## src/sv/spcf_pkg.sv

```systemverilog
// shared types, codes and constants of the stepper position command block
package spcf_pkg;

	localparam int STEP_W     = 24;
	localparam int ANGLE_W    = 24;
	localparam int SPR_W      = 28;
	localparam int REV_W      = 16;
	localparam int CNT_W      = 16;
	localparam int PROD_W     = SPR_W + ANGLE_W;
	localparam int RND_SHIFT  = 36;
	localparam int CFG_IDX_W  = 3;
	localparam int CFG_DATA_W = 28;

	localparam logic [SPR_W-1:0]          RST_STEPS_PER_RADIAN = 28'd2086167;
	localparam logic [REV_W-1:0]          RST_STEPS_PER_REV    = 16'd200;
	localparam logic signed [ANGLE_W-1:0] RST_MIN_ANGLE        = 24'sd0;
	localparam logic signed [ANGLE_W-1:0] RST_MAX_ANGLE        = 24'sd6588397;
	localparam logic                      RST_FULL_CIRCLE      = 1'b1;
	localparam logic [CNT_W-1:0]          RST_MIN_STEP_COMMAND = 16'd1;
	localparam logic [CNT_W-1:0]          RST_SETTLE_COUNT_MAX = 16'd0;

	typedef enum logic [1:0] {
		CMD_NONE = 2'd0,
		CMD_MOVE = 2'd1,
		CMD_STOP = 2'd2
	} cmd_t;

	typedef enum logic [CFG_IDX_W-1:0] {
		REG_STEPS_PER_RADIAN = 3'd0,
		REG_STEPS_PER_REV    = 3'd1,
		REG_MIN_ANGLE        = 3'd2,
		REG_MAX_ANGLE        = 3'd3,
		REG_FULL_CIRCLE      = 3'd4,
		REG_MIN_STEP_COMMAND = 3'd5,
		REG_SETTLE_COUNT_MAX = 3'd6
	} reg_idx_t;

	typedef struct packed {
		logic [SPR_W-1:0]   steps_per_radian;
		logic [REV_W-1:0]   steps_per_rev;
		logic [ANGLE_W-1:0] min_angle;
		logic [ANGLE_W-1:0] max_angle;
		logic               full_circle;
		logic [CNT_W-1:0]   min_step_command;
		logic [CNT_W-1:0]   settle_count_max;
	} cfg_t;

	// controller to datapath
	typedef struct packed {
		logic load;
		logic mul;
		logic rnd;
		logic diff;
		logic div_step;
		logic fix;
		logic sat;
		logic sel_idle;
		logic retire;
		cmd_t out_cmd;
		logic set_commanded;
		logic settle_clr;
		logic settle_inc;
	} dp_ctl_t;

	// datapath to controller
	typedef struct packed {
		logic accepted;
		logic moving;
		logic reach;
		logic div_done;
		logic settle_reached;
	} dp_sts_t;

endpackage

```

## src/sv/spcf_ifs.sv

```systemverilog
// request channel interfaces for control ticks and command results
interface spcf_in_if;
	logic                                valid;
	logic                                ready;
	logic signed [spcf_pkg::STEP_W-1:0]  current_position;
	logic signed [spcf_pkg::ANGLE_W-1:0] reference_angle;
	logic                                motor_moving;

	modport source(output valid, current_position, reference_angle, motor_moving, input ready);
	modport sink(input valid, current_position, reference_angle, motor_moving, output ready);
endinterface

interface spcf_out_if;
	logic                               valid;
	logic                               ready;
	logic [1:0]                         command;
	logic signed [spcf_pkg::STEP_W-1:0] steps_to_move;

	modport source(output valid, command, steps_to_move, input ready);
	modport sink(input valid, command, steps_to_move, output ready);
endinterface

```

## src/sv/stepper_position_command_fsm.sv

```systemverilog
// top level of the stepper position command state machine
//
// tick (sink): one request per control tick with current_position (steps),
//   reference_angle (rad, 20 fraction bits) and motor_moving.
// result (source): exactly one request per tick with command (none, move,
//   stop) and steps_to_move, nonzero only for a move.
// write_en / write_index / write_data: configuration writes, one register per
//   edge, to be issued only while no tick is in flight.
// timing: a tick passes through load, multiply, rounding, difference, the
//   remainder unit, wrap, saturate and retire before its result is offered;
//   tick.ready returns with the result, so a new tick is taken only once the
//   last one is through. The remainder unit works on DW dividend bits,
//   DW = max(POSITION_BITS, 24) + 1, and resolves one dividend bit per cycle.
// the result sits in an output register: the next tick is taken while it
//   waits, and a stalled receiver only holds the following tick in its final
//   cycle until the register frees.
// reset: configuration returns to its defaults, mode goes idle, desired and
//   commanded positions and the settle counter clear, no result is pending.
module stepper_position_command_fsm #(
	parameter int POSITION_BITS = 24
) (
	input  logic                            clk,
	input  logic                            arst_n,
	spcf_in_if.sink                         tick,
	spcf_out_if.source                      result,
	input  logic                            write_en,
	input  logic [spcf_pkg::CFG_IDX_W-1:0]  write_index,
	input  logic [spcf_pkg::CFG_DATA_W-1:0] write_data
);

	spcf_pkg::cfg_t    cfg;
	spcf_pkg::dp_ctl_t ctl;
	spcf_pkg::dp_sts_t sts;

	spcf_cfg u_cfg (
		.clk         (clk),
		.arst_n      (arst_n),
		.write_en    (write_en),
		.write_index (write_index),
		.write_data  (write_data),
		.cfg         (cfg)
	);

	spcf_ctrl u_ctrl (
		.clk          (clk),
		.arst_n       (arst_n),
		.tick_valid   (tick.valid),
		.tick_ready   (tick.ready),
		.result_valid (result.valid),
		.result_ready (result.ready),
		.sts          (sts),
		.ctl          (ctl)
	);

	spcf_dp #(
		.POSITION_BITS (POSITION_BITS)
	) u_dp (
		.clk              (clk),
		.arst_n           (arst_n),
		.cfg              (cfg),
		.ctl              (ctl),
		.sts              (sts),
		.current_position (tick.current_position),
		.reference_angle  (tick.reference_angle),
		.motor_moving     (tick.motor_moving),
		.command          (result.command),
		.steps_to_move    (result.steps_to_move)
	);

endmodule

```

## src/sv/spcf_cfg.sv

```systemverilog
// configuration register file
module spcf_cfg (
	input  logic                                clk,
	input  logic                                arst_n,
	input  logic                                write_en,
	input  logic [spcf_pkg::CFG_IDX_W-1:0]      write_index,
	input  logic [spcf_pkg::CFG_DATA_W-1:0]     write_data,
	output spcf_pkg::cfg_t                      cfg
);

	spcf_pkg::cfg_t cfg_q;

	always_ff @(posedge clk or negedge arst_n) begin
		if (!arst_n) begin
			cfg_q.steps_per_radian <= spcf_pkg::RST_STEPS_PER_RADIAN;
			cfg_q.steps_per_rev    <= spcf_pkg::RST_STEPS_PER_REV;
			cfg_q.min_angle        <= spcf_pkg::RST_MIN_ANGLE;
			cfg_q.max_angle        <= spcf_pkg::RST_MAX_ANGLE;
			cfg_q.full_circle      <= spcf_pkg::RST_FULL_CIRCLE;
			cfg_q.min_step_command <= spcf_pkg::RST_MIN_STEP_COMMAND;
			cfg_q.settle_count_max <= spcf_pkg::RST_SETTLE_COUNT_MAX;
		end else if (write_en) begin
			case (spcf_pkg::reg_idx_t'(write_index))
				spcf_pkg::REG_STEPS_PER_RADIAN: begin
					cfg_q.steps_per_radian <= write_data[spcf_pkg::SPR_W-1:0];
				end
				spcf_pkg::REG_STEPS_PER_REV: begin
					cfg_q.steps_per_rev <= write_data[spcf_pkg::REV_W-1:0];
				end
				spcf_pkg::REG_MIN_ANGLE: begin
					cfg_q.min_angle <= write_data[spcf_pkg::ANGLE_W-1:0];
				end
				spcf_pkg::REG_MAX_ANGLE: begin
					cfg_q.max_angle <= write_data[spcf_pkg::ANGLE_W-1:0];
				end
				spcf_pkg::REG_FULL_CIRCLE: begin
					cfg_q.full_circle <= write_data[0];
				end
				spcf_pkg::REG_MIN_STEP_COMMAND: begin
					cfg_q.min_step_command <= write_data[spcf_pkg::CNT_W-1:0];
				end
				spcf_pkg::REG_SETTLE_COUNT_MAX: begin
					cfg_q.settle_count_max <= write_data[spcf_pkg::CNT_W-1:0];
				end
				default: begin
				end
			endcase
		end
	end

	assign cfg = cfg_q;

endmodule

```

## src/sv/spcf_ctrl.sv

```systemverilog
// sequencing state machine and motion mode controller
module spcf_ctrl (
	input  logic              clk,
	input  logic              arst_n,
	input  logic              tick_valid,
	output logic              tick_ready,
	output logic              result_valid,
	input  logic              result_ready,
	input  spcf_pkg::dp_sts_t sts,
	output spcf_pkg::dp_ctl_t ctl
);

	typedef enum logic [7:0] {
		ST_WAIT = 8'b0000_0001,
		ST_MUL  = 8'b0000_0010,
		ST_RND  = 8'b0000_0100,
		ST_DIFF = 8'b0000_1000,
		ST_DIV  = 8'b0001_0000,
		ST_FIX  = 8'b0010_0000,
		ST_SAT  = 8'b0100_0000,
		ST_DONE = 8'b1000_0000
	} seq_state_t;

	typedef enum logic [3:0] {
		MODE_IDLE     = 4'b0001,
		MODE_MOVING   = 4'b0010,
		MODE_STOPPING = 4'b0100,
		MODE_SETTLING = 4'b1000
	} mode_t;

	seq_state_t state_q, state_d;
	mode_t      mode_q, mode_d;
	logic       out_valid_q, out_valid_d;
	logic       slot_free;

	assign slot_free  = !out_valid_q || result_ready;
	assign tick_ready = (state_q == ST_WAIT);

	always_comb begin
		ctl          = '0;
		ctl.out_cmd  = spcf_pkg::CMD_NONE;
		ctl.sel_idle = (mode_q == MODE_IDLE);
		state_d      = state_q;
		mode_d       = mode_q;

		case (state_q)
			ST_WAIT: begin
				if (tick_valid) begin
					ctl.load = 1'b1;
					state_d  = ST_MUL;
				end
			end
			ST_MUL: begin
				ctl.mul = 1'b1;
				state_d = ST_RND;
			end
			ST_RND: begin
				ctl.rnd = 1'b1;
				state_d = ST_DIFF;
			end
			ST_DIFF: begin
				ctl.diff = 1'b1;
				state_d  = ST_DIV;
			end
			ST_DIV: begin
				ctl.div_step = 1'b1;
				if (sts.div_done) begin
					state_d = ST_FIX;
				end
			end
			ST_FIX: begin
				ctl.fix = 1'b1;
				state_d = ST_SAT;
			end
			ST_SAT: begin
				ctl.sat = 1'b1;
				state_d = ST_DONE;
			end
			ST_DONE: begin
				if (slot_free) begin
					ctl.retire = 1'b1;
					state_d    = ST_WAIT;
					case (mode_q)
						MODE_IDLE: begin
							if (sts.accepted && sts.reach) begin
								ctl.out_cmd       = spcf_pkg::CMD_MOVE;
								ctl.set_commanded = 1'b1;
								mode_d            = MODE_MOVING;
							end
						end
						MODE_MOVING: begin
							if (sts.reach) begin
								ctl.out_cmd = spcf_pkg::CMD_STOP;
								mode_d      = MODE_STOPPING;
							end else if (!sts.moving) begin
								ctl.settle_clr = 1'b1;
								mode_d         = MODE_SETTLING;
							end
						end
						MODE_STOPPING: begin
							if (!sts.moving) begin
								ctl.settle_clr = 1'b1;
								mode_d         = MODE_SETTLING;
							end
						end
						MODE_SETTLING: begin
							if (sts.settle_reached) begin
								mode_d = MODE_IDLE;
							end else begin
								ctl.settle_inc = 1'b1;
							end
						end
						default: begin
							mode_d = MODE_IDLE;
						end
					endcase
				end
			end
			default: begin
				state_d = ST_WAIT;
			end
		endcase
	end

	// result slot fills on retire, empties when the receiver takes it
	always_comb begin
		if (ctl.retire) begin
			out_valid_d = 1'b1;
		end else if (result_ready) begin
			out_valid_d = 1'b0;
		end else begin
			out_valid_d = out_valid_q;
		end
	end

	always_ff @(posedge clk or negedge arst_n) begin
		if (!arst_n) begin
			state_q     <= ST_WAIT;
			mode_q      <= MODE_IDLE;
			out_valid_q <= 1'b0;
		end else begin
			state_q     <= state_d;
			mode_q      <= mode_d;
			out_valid_q <= out_valid_d;
		end
	end

	assign result_valid = out_valid_q;

endmodule

```

## src/sv/spcf_dp.sv

```systemverilog
// datapath: angle scaling, step delta, wrap remainder and result register
module spcf_dp #(
	parameter int POSITION_BITS = 24
) (
	input  logic                                clk,
	input  logic                                arst_n,
	input  spcf_pkg::cfg_t                      cfg,
	input  spcf_pkg::dp_ctl_t                   ctl,
	output spcf_pkg::dp_sts_t                   sts,
	input  logic signed [spcf_pkg::STEP_W-1:0]  current_position,
	input  logic signed [spcf_pkg::ANGLE_W-1:0] reference_angle,
	input  logic                                motor_moving,
	output logic [1:0]                          command,
	output logic signed [spcf_pkg::STEP_W-1:0]  steps_to_move
);

	localparam int PB = POSITION_BITS;
	localparam int DW = ((PB > spcf_pkg::STEP_W) ? PB : spcf_pkg::STEP_W) + 1;
	localparam int CW = $clog2(DW);
	localparam int NW = spcf_pkg::REV_W;

	localparam logic signed [DW-1:0] POS_HI = DW'((64'sd1 <<< (PB - 1)) - 64'sd1);
	localparam logic signed [DW-1:0] POS_LO = ~POS_HI;
	localparam logic [spcf_pkg::PROD_W:0] RND_HALF =
		(spcf_pkg::PROD_W + 1)'(1) << (spcf_pkg::RND_SHIFT - 1);

	function automatic logic signed [PB-1:0] sat_pos(input logic signed [DW-1:0] v);
		if (v > POS_HI) begin
			return POS_HI[PB-1:0];
		end else if (v < POS_LO) begin
			return POS_LO[PB-1:0];
		end
		return v[PB-1:0];
	endfunction

	logic signed [spcf_pkg::STEP_W-1:0] cur_q;
	logic [spcf_pkg::ANGLE_W-1:0]       ang_mag_q;
	logic                               ang_neg_q;
	logic                               moving_q;
	logic                               acc_q;
	logic [spcf_pkg::PROD_W-1:0]        prod_q;
	logic signed [PB-1:0]               desired_q;
	logic signed [PB-1:0]               commanded_q;
	logic [spcf_pkg::CNT_W-1:0]         settle_q;
	logic signed [DW-1:0]               d_q;
	logic                               d_neg_q;
	logic [DW-1:0]                      dvd_q;
	logic [NW-1:0]                      rem_q;
	logic [CW-1:0]                      cnt_q;
	logic signed [DW-1:0]               wd_q;
	logic signed [PB-1:0]               delta_q;
	logic [1:0]                         cmd_q;
	logic signed [spcf_pkg::STEP_W-1:0] steps_q;

	logic signed [spcf_pkg::ANGLE_W-1:0] ang_min;
	logic signed [spcf_pkg::ANGLE_W-1:0] ang_max;
	logic                                in_range;
	logic [spcf_pkg::PROD_W:0]           rnd_sum;
	logic signed [DW-1:0]                rnd_v;
	logic signed [DW-1:0]                diff_v;
	logic [NW:0]                         rem_sh;
	logic [NW:0]                         n_ext;
	logic                                wrap;
	logic signed [DW-1:0]                rem_s;
	logic signed [DW-1:0]                half_s;
	logic signed [DW-1:0]                n_s;
	logic signed [DW-1:0]                wrap_v;
	logic signed [DW-1:0]                delta_x;
	logic [DW-1:0]                       delta_mag;

	assign ang_min  = cfg.min_angle;
	assign ang_max  = cfg.max_angle;
	assign in_range = (reference_angle >= ang_min) && (reference_angle <= ang_max);

	// round half away from zero on the magnitude, then restore the sign
	always_comb begin
		rnd_sum = {1'b0, prod_q} + RND_HALF;
		rnd_v   = DW'(rnd_sum[spcf_pkg::PROD_W:spcf_pkg::RND_SHIFT]);
		if (ang_neg_q) begin
			rnd_v = -rnd_v;
		end
	end

	always_comb begin
		if (ctl.sel_idle) begin
			diff_v = DW'(desired_q) - DW'(cur_q);
		end else begin
			diff_v = DW'(commanded_q) - DW'(desired_q);
		end
	end

	// one restoring remainder step per cycle
	assign n_ext  = {1'b0, cfg.steps_per_rev};
	assign rem_sh = {rem_q, dvd_q[DW-1]};

	always_comb begin
		wrap   = cfg.full_circle && (cfg.steps_per_rev != '0);
		n_s    = DW'(cfg.steps_per_rev);
		half_s = DW'(cfg.steps_per_rev >> 1);
		rem_s  = DW'(rem_q);
		if (d_neg_q) begin
			rem_s = -rem_s;
		end
		if (!wrap) begin
			wrap_v = d_q;
		end else if (rem_s > half_s) begin
			wrap_v = rem_s - n_s;
		end else if (rem_s < -half_s) begin
			wrap_v = rem_s + n_s;
		end else begin
			wrap_v = rem_s;
		end
	end

	assign delta_x   = DW'(delta_q);
	assign delta_mag = delta_x[DW-1] ? DW'(-delta_x) : DW'(delta_x);

	assign sts.accepted       = acc_q;
	assign sts.moving         = moving_q;
	assign sts.reach          = (delta_mag >= DW'(cfg.min_step_command));
	assign sts.div_done       = (cnt_q == CW'(DW - 1));
	assign sts.settle_reached = (settle_q >= cfg.settle_count_max);

	// block state kept across ticks
	always_ff @(posedge clk or negedge arst_n) begin
		if (!arst_n) begin
			desired_q   <= '0;
			commanded_q <= '0;
			settle_q    <= '0;
		end else begin
			if (ctl.rnd && acc_q) begin
				desired_q <= sat_pos(rnd_v);
			end
			if (ctl.set_commanded) begin
				commanded_q <= desired_q;
			end
			if (ctl.settle_clr) begin
				settle_q <= '0;
			end else if (ctl.settle_inc) begin
				settle_q <= settle_q + 1'b1;
			end
		end
	end

	always_ff @(posedge clk) begin
		if (ctl.load) begin
			cur_q     <= current_position;
			ang_neg_q <= reference_angle[spcf_pkg::ANGLE_W-1];
			ang_mag_q <= reference_angle[spcf_pkg::ANGLE_W-1] ?
				spcf_pkg::ANGLE_W'(-reference_angle) : spcf_pkg::ANGLE_W'(reference_angle);
			moving_q  <= motor_moving;
			acc_q     <= cfg.full_circle || in_range;
		end
		if (ctl.mul) begin
			prod_q <= ang_mag_q * cfg.steps_per_radian;
		end
		if (ctl.diff) begin
			d_q     <= diff_v;
			d_neg_q <= diff_v[DW-1];
			dvd_q   <= diff_v[DW-1] ? DW'(-diff_v) : DW'(diff_v);
			rem_q   <= '0;
			cnt_q   <= '0;
		end
		if (ctl.div_step) begin
			if (rem_sh >= n_ext) begin
				rem_q <= NW'(rem_sh - n_ext);
			end else begin
				rem_q <= rem_sh[NW-1:0];
			end
			dvd_q <= dvd_q << 1;
			cnt_q <= cnt_q + 1'b1;
		end
		if (ctl.fix) begin
			wd_q <= wrap_v;
		end
		if (ctl.sat) begin
			delta_q <= sat_pos(wd_q);
		end
		if (ctl.retire) begin
			cmd_q <= ctl.out_cmd;
			if (ctl.out_cmd == spcf_pkg::CMD_MOVE) begin
				steps_q <= spcf_pkg::STEP_W'(delta_q);
			end else begin
				steps_q <= '0;
			end
		end
	end

	assign command       = cmd_q;
	assign steps_to_move = steps_q;

endmodule

```

## src/flat_wrapper.sv

```systemverilog
// flat-port wrapper written by rule: the top's interface ports become plain ports
module stepper_position_command_fsm_flat 
#(
	parameter int POSITION_BITS = 24
)
  (clk, arst_n, write_en, write_index, write_data, tick_valid, tick_current_position, tick_reference_angle, tick_motor_moving, tick_ready, result_valid, result_command, result_steps_to_move, result_ready);
  spcf_in_if tick_i ();
  spcf_out_if result_i ();
  input  logic clk;
  input  logic arst_n;
  input  logic write_en;
  input  logic [spcf_pkg::CFG_IDX_W-1:0] write_index;
  input  logic [spcf_pkg::CFG_DATA_W-1:0] write_data;
  input wire logic [$bits(tick_i.valid)-1:0] tick_valid;
  input wire logic [$bits(tick_i.current_position)-1:0] tick_current_position;
  input wire logic [$bits(tick_i.reference_angle)-1:0] tick_reference_angle;
  input wire logic [$bits(tick_i.motor_moving)-1:0] tick_motor_moving;
  output wire logic [$bits(tick_i.ready)-1:0] tick_ready;
  output wire logic [$bits(result_i.valid)-1:0] result_valid;
  output wire logic [$bits(result_i.command)-1:0] result_command;
  output wire logic [$bits(result_i.steps_to_move)-1:0] result_steps_to_move;
  input wire logic [$bits(result_i.ready)-1:0] result_ready;
  assign tick_i.valid = tick_valid;
  assign tick_i.current_position = tick_current_position;
  assign tick_i.reference_angle = tick_reference_angle;
  assign tick_i.motor_moving = tick_motor_moving;
  assign tick_ready = tick_i.ready;
  assign result_valid = result_i.valid;
  assign result_command = result_i.command;
  assign result_steps_to_move = result_i.steps_to_move;
  assign result_i.ready = result_ready;
  stepper_position_command_fsm #(.POSITION_BITS(POSITION_BITS)) u_core (.clk(clk), .arst_n(arst_n), .tick(tick_i), .result(result_i), .write_en(write_en), .write_index(write_index), .write_data(write_data));
endmodule
```

## config.mk

```make
export PLATFORM = sky130hd
export DESIGN_NAME = stepper_position_command_fsm_flat
export DESIGN_NICKNAME = d
export VERILOG_FILES = /design/src/sv/spcf_pkg.sv /design/src/sv/spcf_ifs.sv /design/src/sv/stepper_position_command_fsm.sv /design/src/sv/spcf_cfg.sv /design/src/sv/spcf_ctrl.sv /design/src/sv/spcf_dp.sv /design/src/flat_wrapper.sv
export SDC_FILE = /design/constraint.sdc
export NUM_CORES = 2
export LEC_CHECK = 0
export BUFFER_PORTS_ARGS = -buffer_cell sky130_fd_sc_hd__buf_4
export CAP_MARGIN = 20
export CORE_UTILIZATION = 46
export CTS_BUF_LIST = sky130_fd_sc_hd__clkbuf_2 sky130_fd_sc_hd__clkbuf_4 sky130_fd_sc_hd__clkbuf_8
export DETAILED_ROUTE_END_ITERATION = 6
export SETUP_SLACK_MARGIN = 0.02
export SYNTH_ARGS = -nofsm -noshare
export SYNTH_HDL_FRONTEND = slang
export SYNTH_SLANG_ARGS = --single-unit
```

## constraint.sdc

```tcl
create_clock -name clk -period 10.8 [get_ports clk]
set_input_delay 1.62 -clock clk [delete_from_list [all_inputs] [get_ports clk]]
set_output_delay 1.62 -clock clk [all_outputs]
set_load 0.1 [all_outputs]
```

Yosys cells after proc, flatten, opt, wreduce, memory -nomap -nowiden
Index checks and enable logic that the tools add are counted.
W data, S select, Z words.

storage, ports and cells
  input bits = 85
  logic and storage cells = 162
  register bits = 452

operators by class
  multiplexer cells = 60
  eq/ne operators = 25
  add/subtract/negate cells = 14
  reduce and logical (&&, ||, !) cells = 21
  magnitude comparators = 11
  $mul = 1

operator list
  cell                      count
  $mux W25                  10
  $mux W24                  6
  $mux W16                  5
  $pmux W8 S8               1
  $add A52 B36 Y53 const B  1
  $mul A24 B28 Y52          1
  $gt A25 B24 Y1 const B    2
  $lt A25 B24 Y1 const B    2
  $sub A24 B24 Y25          2
  $add A25 B17 Y25          1
  $ge A25 B16 Y1            1
  $gt A25 B16 Y1            1
  $lt A25 B25 Y1            1
  $neg A15 Y25              1
  $neg A16 Y25              1
  $neg A17 Y25              1
  $neg A24 Y25              1
  $neg A25 Y25              1
  $sub A25 B17 Y25          1
  $ge A24 B24 Y1            1
  $le A24 B24 Y1            1
  $mux W8                   3
  $neg A24 Y24              1
  $mux W23                  1
  other kinds (41)          85

Depth between registers and ports, before layout
  depth in word-level cells = 10
  mapped depth = 28

Modules after synthesis
A second synthesis with hierarchy kept.

unflattened totals
  cells, all modules = 5,112
  area total of the unflattened synthesis = 48,691.7 µm²

modules (own cells, without submodules)
  module     seq. area each (µm²)  times used  cells each  area an instance (µm²)
  spcf_dp    8,017.7               1           4,750       43,033.8
  spcf_cfg   3,168.0               1           270         4,783.3
  spcf_ctrl  327.8                 1           92          874.6

Worst setup path after synthesis
Ideal clock, no wire load.

  path type = register to register
  from = register u_core.u_dp.ang_mag_q[5] (netlist bit)
  to = register u_core.u_dp.prod_q[45] (netlist bit) (data pin)
  path slack = 3.340 ns
  arrival time = 7.202 ns
  library setup time = 0.258 ns
  data required time = 10.542 ns
  stages on the path, launching flop included = 27
  period minus slack after synthesis = 7.460 ns
  path buffers = 2
  cells stage by stage = edfxtp_1 > clkbuf_1 > buf_1 > nand2_1 > fa_1 > inv_1 > fa_1 > inv_1 > fa_1 > fa_1 > inv_1 > fa_1 > fa_1 > inv_1 > fa_1 > inv_1 > ha_1 > a21o_1 > a21oi_1 > and4b_1 > o2111ai_1 > a41oi_1 > nor3_1 > or2_2 > or4b_2 > a31oi_1 > xnor2_1

between the ends
  cells in the longest elaborated chain, start to end = 1

ends and longest elaborated chain
  item                    line            RTL
  start, declared         spcf_dp.sv:37   logic [spcf_pkg::ANGLE_W-1:0] ang_mag_q;
  start signal, assigned  spcf_dp.sv:149  ang_mag_q <= reference_angle[spcf_pkg::ANGLE_W-1] ?
  $mul A24 B28 Y52        spcf_dp.sv:155  prod_q <= ang_mag_q * cfg.steps_per_radian;
  end signal, assigned    spcf_dp.sv:155
  end, declared           spcf_dp.sv:41   logic [spcf_pkg::PROD_W-1:0] prod_q;

Every way passes these cells.
A chain may end at the register's enable or synchronous reset.

Worst setup path in the final report
  from = register u_core.u_dp.ang_mag_q[3] (netlist bit)
  to = register u_core.u_dp.prod_q[47] (netlist bit) (data pin)

The elaborated chain is that of the path after synthesis.

==> flow_summary.ini <==
[run_status]
outcome = finished clean

[cts]
clock_latency_ps = 710
cts_tree = done
post-cts-setup-buffer-count = 0
clockBufferDepth = 3
cts_resized = 0
cts_inserted_buffers = 76
holdBufCountCts = 0
clkSlewWorstSetupHoldPaths_ps = 70
htreeDepth = 3
cts_root_buffer = clkbuf_8
clock-sinks = 416

[drt]
ant_nets = 0
drt-met1-wl_um = 56500
vias = 34993
wl_per_cell_um = 19.1
vias_per_cell = 5.35
wl_um = 125000
drc_errors = 0
drt_first_pass_iters = 5
wl_met2_um = 58300
wl_met3_um = 7360
top_layer = met5
first_iter_violations = 2285

[placement]
gp_congestion = 0.873
io_buffer_count = 112
hpwlAfterDp_um = 95600

[sta]
fmax_mhz = 116
tns_ps = 0
period_share_pct = 79.7
relSlewSlack_pct = 23.8
worst_pin_slew_ps = 1140
clock_skew_ps = 35.9
slew_violations = 0
min_period_ps = 8610
rsz0062_at_grt = false
setup_viol = 0
hold_viol = 0

[grt]
grt_pass1_vias = 35804
track_usage_pct = 24.8
grt_overflow = 0
grt_max_degree = 144
antenna_found_initial = 3
grt_pass1_wl_um = 201000

[worst_hold_path]
worstHoldPathCells = 2
hold_class = reg2reg
hold_path.startpoint = u_core.u_dp.dvd_q[0]$_SDFFE_PP0P_
hold_path_end = u_core.u_dp.dvd_q[0]$_SDFFE_PP0P_

[floorplanning]
rows = 117
die_x_um = 324
die_y_um = 324
pin_count = 113
die_area_um2 = 105000
core_area_um2 = 102000
start_util_pct = 46.6

[final_layout]
drive_above_1_share_pct = 9.74
final_cell_mix = inv_1, nand2_1, fa_1
final_common_cell = inv_1
nNetsFinal = 6167
area_growth_pct = 8.31

[synthesis]
synth_seq_area_share_pct = 24.2
synth-edff-count = 213
synth-seq-cells = 416
synth.net_count = 6125
synth_area_um2 = 47600
async_flop_share_pct = 48.6
ys.flop_type = edfxtp_1
postSynthAreaPerCell_um2 = 9.39
yosysWarnings = 0
ys_types = 91
syn_inst = 5067

[worst_setup_path]
startpoint_type = flop
r2r_end = u_core.u_dp.prod_q[47]$_DFFE_PP_
path_common_cell = fa_1
reg2reg_slack_ps = 2190
cp.required_ps = 11230
r2r_cells = 26
critical_path_arrival_ps = 9030
rr_startpoint = u_core.u_dp.ang_mag_q[3]$_DFFE_PP_
max_stage_delay_ps = 920
crit_buf_inv = 6
cp_top_family = adder cells
critPathCaptureType = flop
critPathKind = reg2reg
slowest_stage = edfxtp_1
path_max_fanout = 20

[run]
max_cap_violations = 0
## final cells by class
cell class,count,area [um^2]
Tap cell,1368,1710
Inverter,867,3250
Timing Repair Buffer,172,1360
Multi-Input combinational cell,3576,32100
Clock inverter,39,358
Sequential cell,416,11500
Antenna cell,3,7.51
Clock buffer,102,1280
Fill cell,9693,50600
## worst min-delay path: cells and delay by family, from the launching register on
family,cells,cell delay [ps]
flops,1,310
compound gates,1,70
simple gates,1,60
## synthesized netlist by cell type (89+ instances only)
| master | number | share of area (%) |
|---|---|---|
| and2_1 | 371 | 4.9 |
| inv_1 | 866 | 6.8 |
| mux2_2 | 89 | 2.1 |
| dfrtp_1 | 168 | 8.8 |
| o21ai_0 | 225 | 2.4 |
| edfxtp_1 | 213 | 13 |
| nand2_1 | 591 | 4.7 |
| fa_1 | 574 | 24 |
| clkbuf_1 | 183 | 1.4 |
| nor2_1 | 227 | 1.8 |
| xnor2_1 | 167 | 3.1 |
| a21oi_1 | 163 | 1.7 |
| ha_1 | 399 | 10 |
## registers in the layout, indices dropped and copies added, names as in the netlist, 2 cells and up
signal,cells
u_core.u_cfg.cfg,125
u_core.u_dp.d_q,25
u_core.u_dp.dvd_q,25
u_core.u_dp.wd_q,25
u_core.u_dp.ang_mag_q,24
u_core.u_dp.commanded_q,24
u_core.u_dp.cur_q,24
u_core.u_dp.delta_q,24
u_core.u_dp.desired_q,24
u_core.u_dp.steps_to_move,24
u_core.u_dp.prod_q,17
u_core.u_dp.rem_q,16
u_core.u_dp.settle_q,16
u_core.u_ctrl.state_q,8
u_core.u_dp.cnt_q,5
u_core.u_ctrl.mode_q,4
u_core.u_dp.command,2
## routing by layer
metal / global-route usage (%) / vias to the layer above
li1: - / 16431
met2: 40.6 / 891
met3: 3.94 / 182
met5: 0 / -
met1: 34.1 / 17487
met4: 6.21 / 2
## cells by family (layout without fill, tap and decap cells)
family                     count (synthesis)  count (layout)  share of synthesized area, %
other                                      0               3                             0
and+or+nand+nor                         1568            1568                          16.4
DFF                                      416             416                          24.2
buffers and inverters                   1075            1180                          8.58
adders and majority gates                973             973                          34.6
xor gates and xnor gates                 199             199                          3.66
muxes                                    142             142                          3.46
AOI/OAI and AO/OA                        694             694                          9.11
## per-stage QoR
step	hold slack [ps]	worst slack (ps)	std cells	instance area, um^2	utilization (%)
2_1_floorplan	444	3340	5067	47600	-
5_1_grt	517	1740	6542	51500	50.4
6_report	486	2190	6543	51500	50.4
3_5_place_dp	473	2220	6395	49800	48.8
4_1_cts	487	2160	6536	51500	50.4
3_3_place_gp	462	1980	6394	49800	48.7
## worst max-delay path by stage
stage / start / slack (ps) / cells past startpoint / end
after CTS: u_core.u_dp.ang_mag_q[3]$_DFFE_PP_ / 2160 / 26 / u_core.u_dp.prod_q[47]$_DFFE_PP_
after global routing: u_core.u_dp.ang_mag_q[12]$_DFFE_PP_ / 1740 / 24 / u_core.u_dp.prod_q[47]$_DFFE_PP_
after global placement: u_core.u_dp.ang_mag_q[4]$_DFFE_PP_ / 1980 / 25 / u_core.u_dp.prod_q[45]$_DFFE_PP_
after floorplan: u_core.u_dp.ang_mag_q[5]$_DFFE_PP_ / 3340 / 26 / u_core.u_dp.prod_q[45]$_DFFE_PP_
after detailed placement: u_core.u_dp.ang_mag_q[3]$_DFFE_PP_ / 2220 / 26 / u_core.u_dp.prod_q[45]$_DFFE_PP_
final: u_core.u_dp.ang_mag_q[3]$_DFFE_PP_ / 2190 / 26 / u_core.u_dp.prod_q[47]$_DFFE_PP_
Power is not shown: default switching activity piles up to over one toggle a cycle in this logic, so the estimate is an artifact.
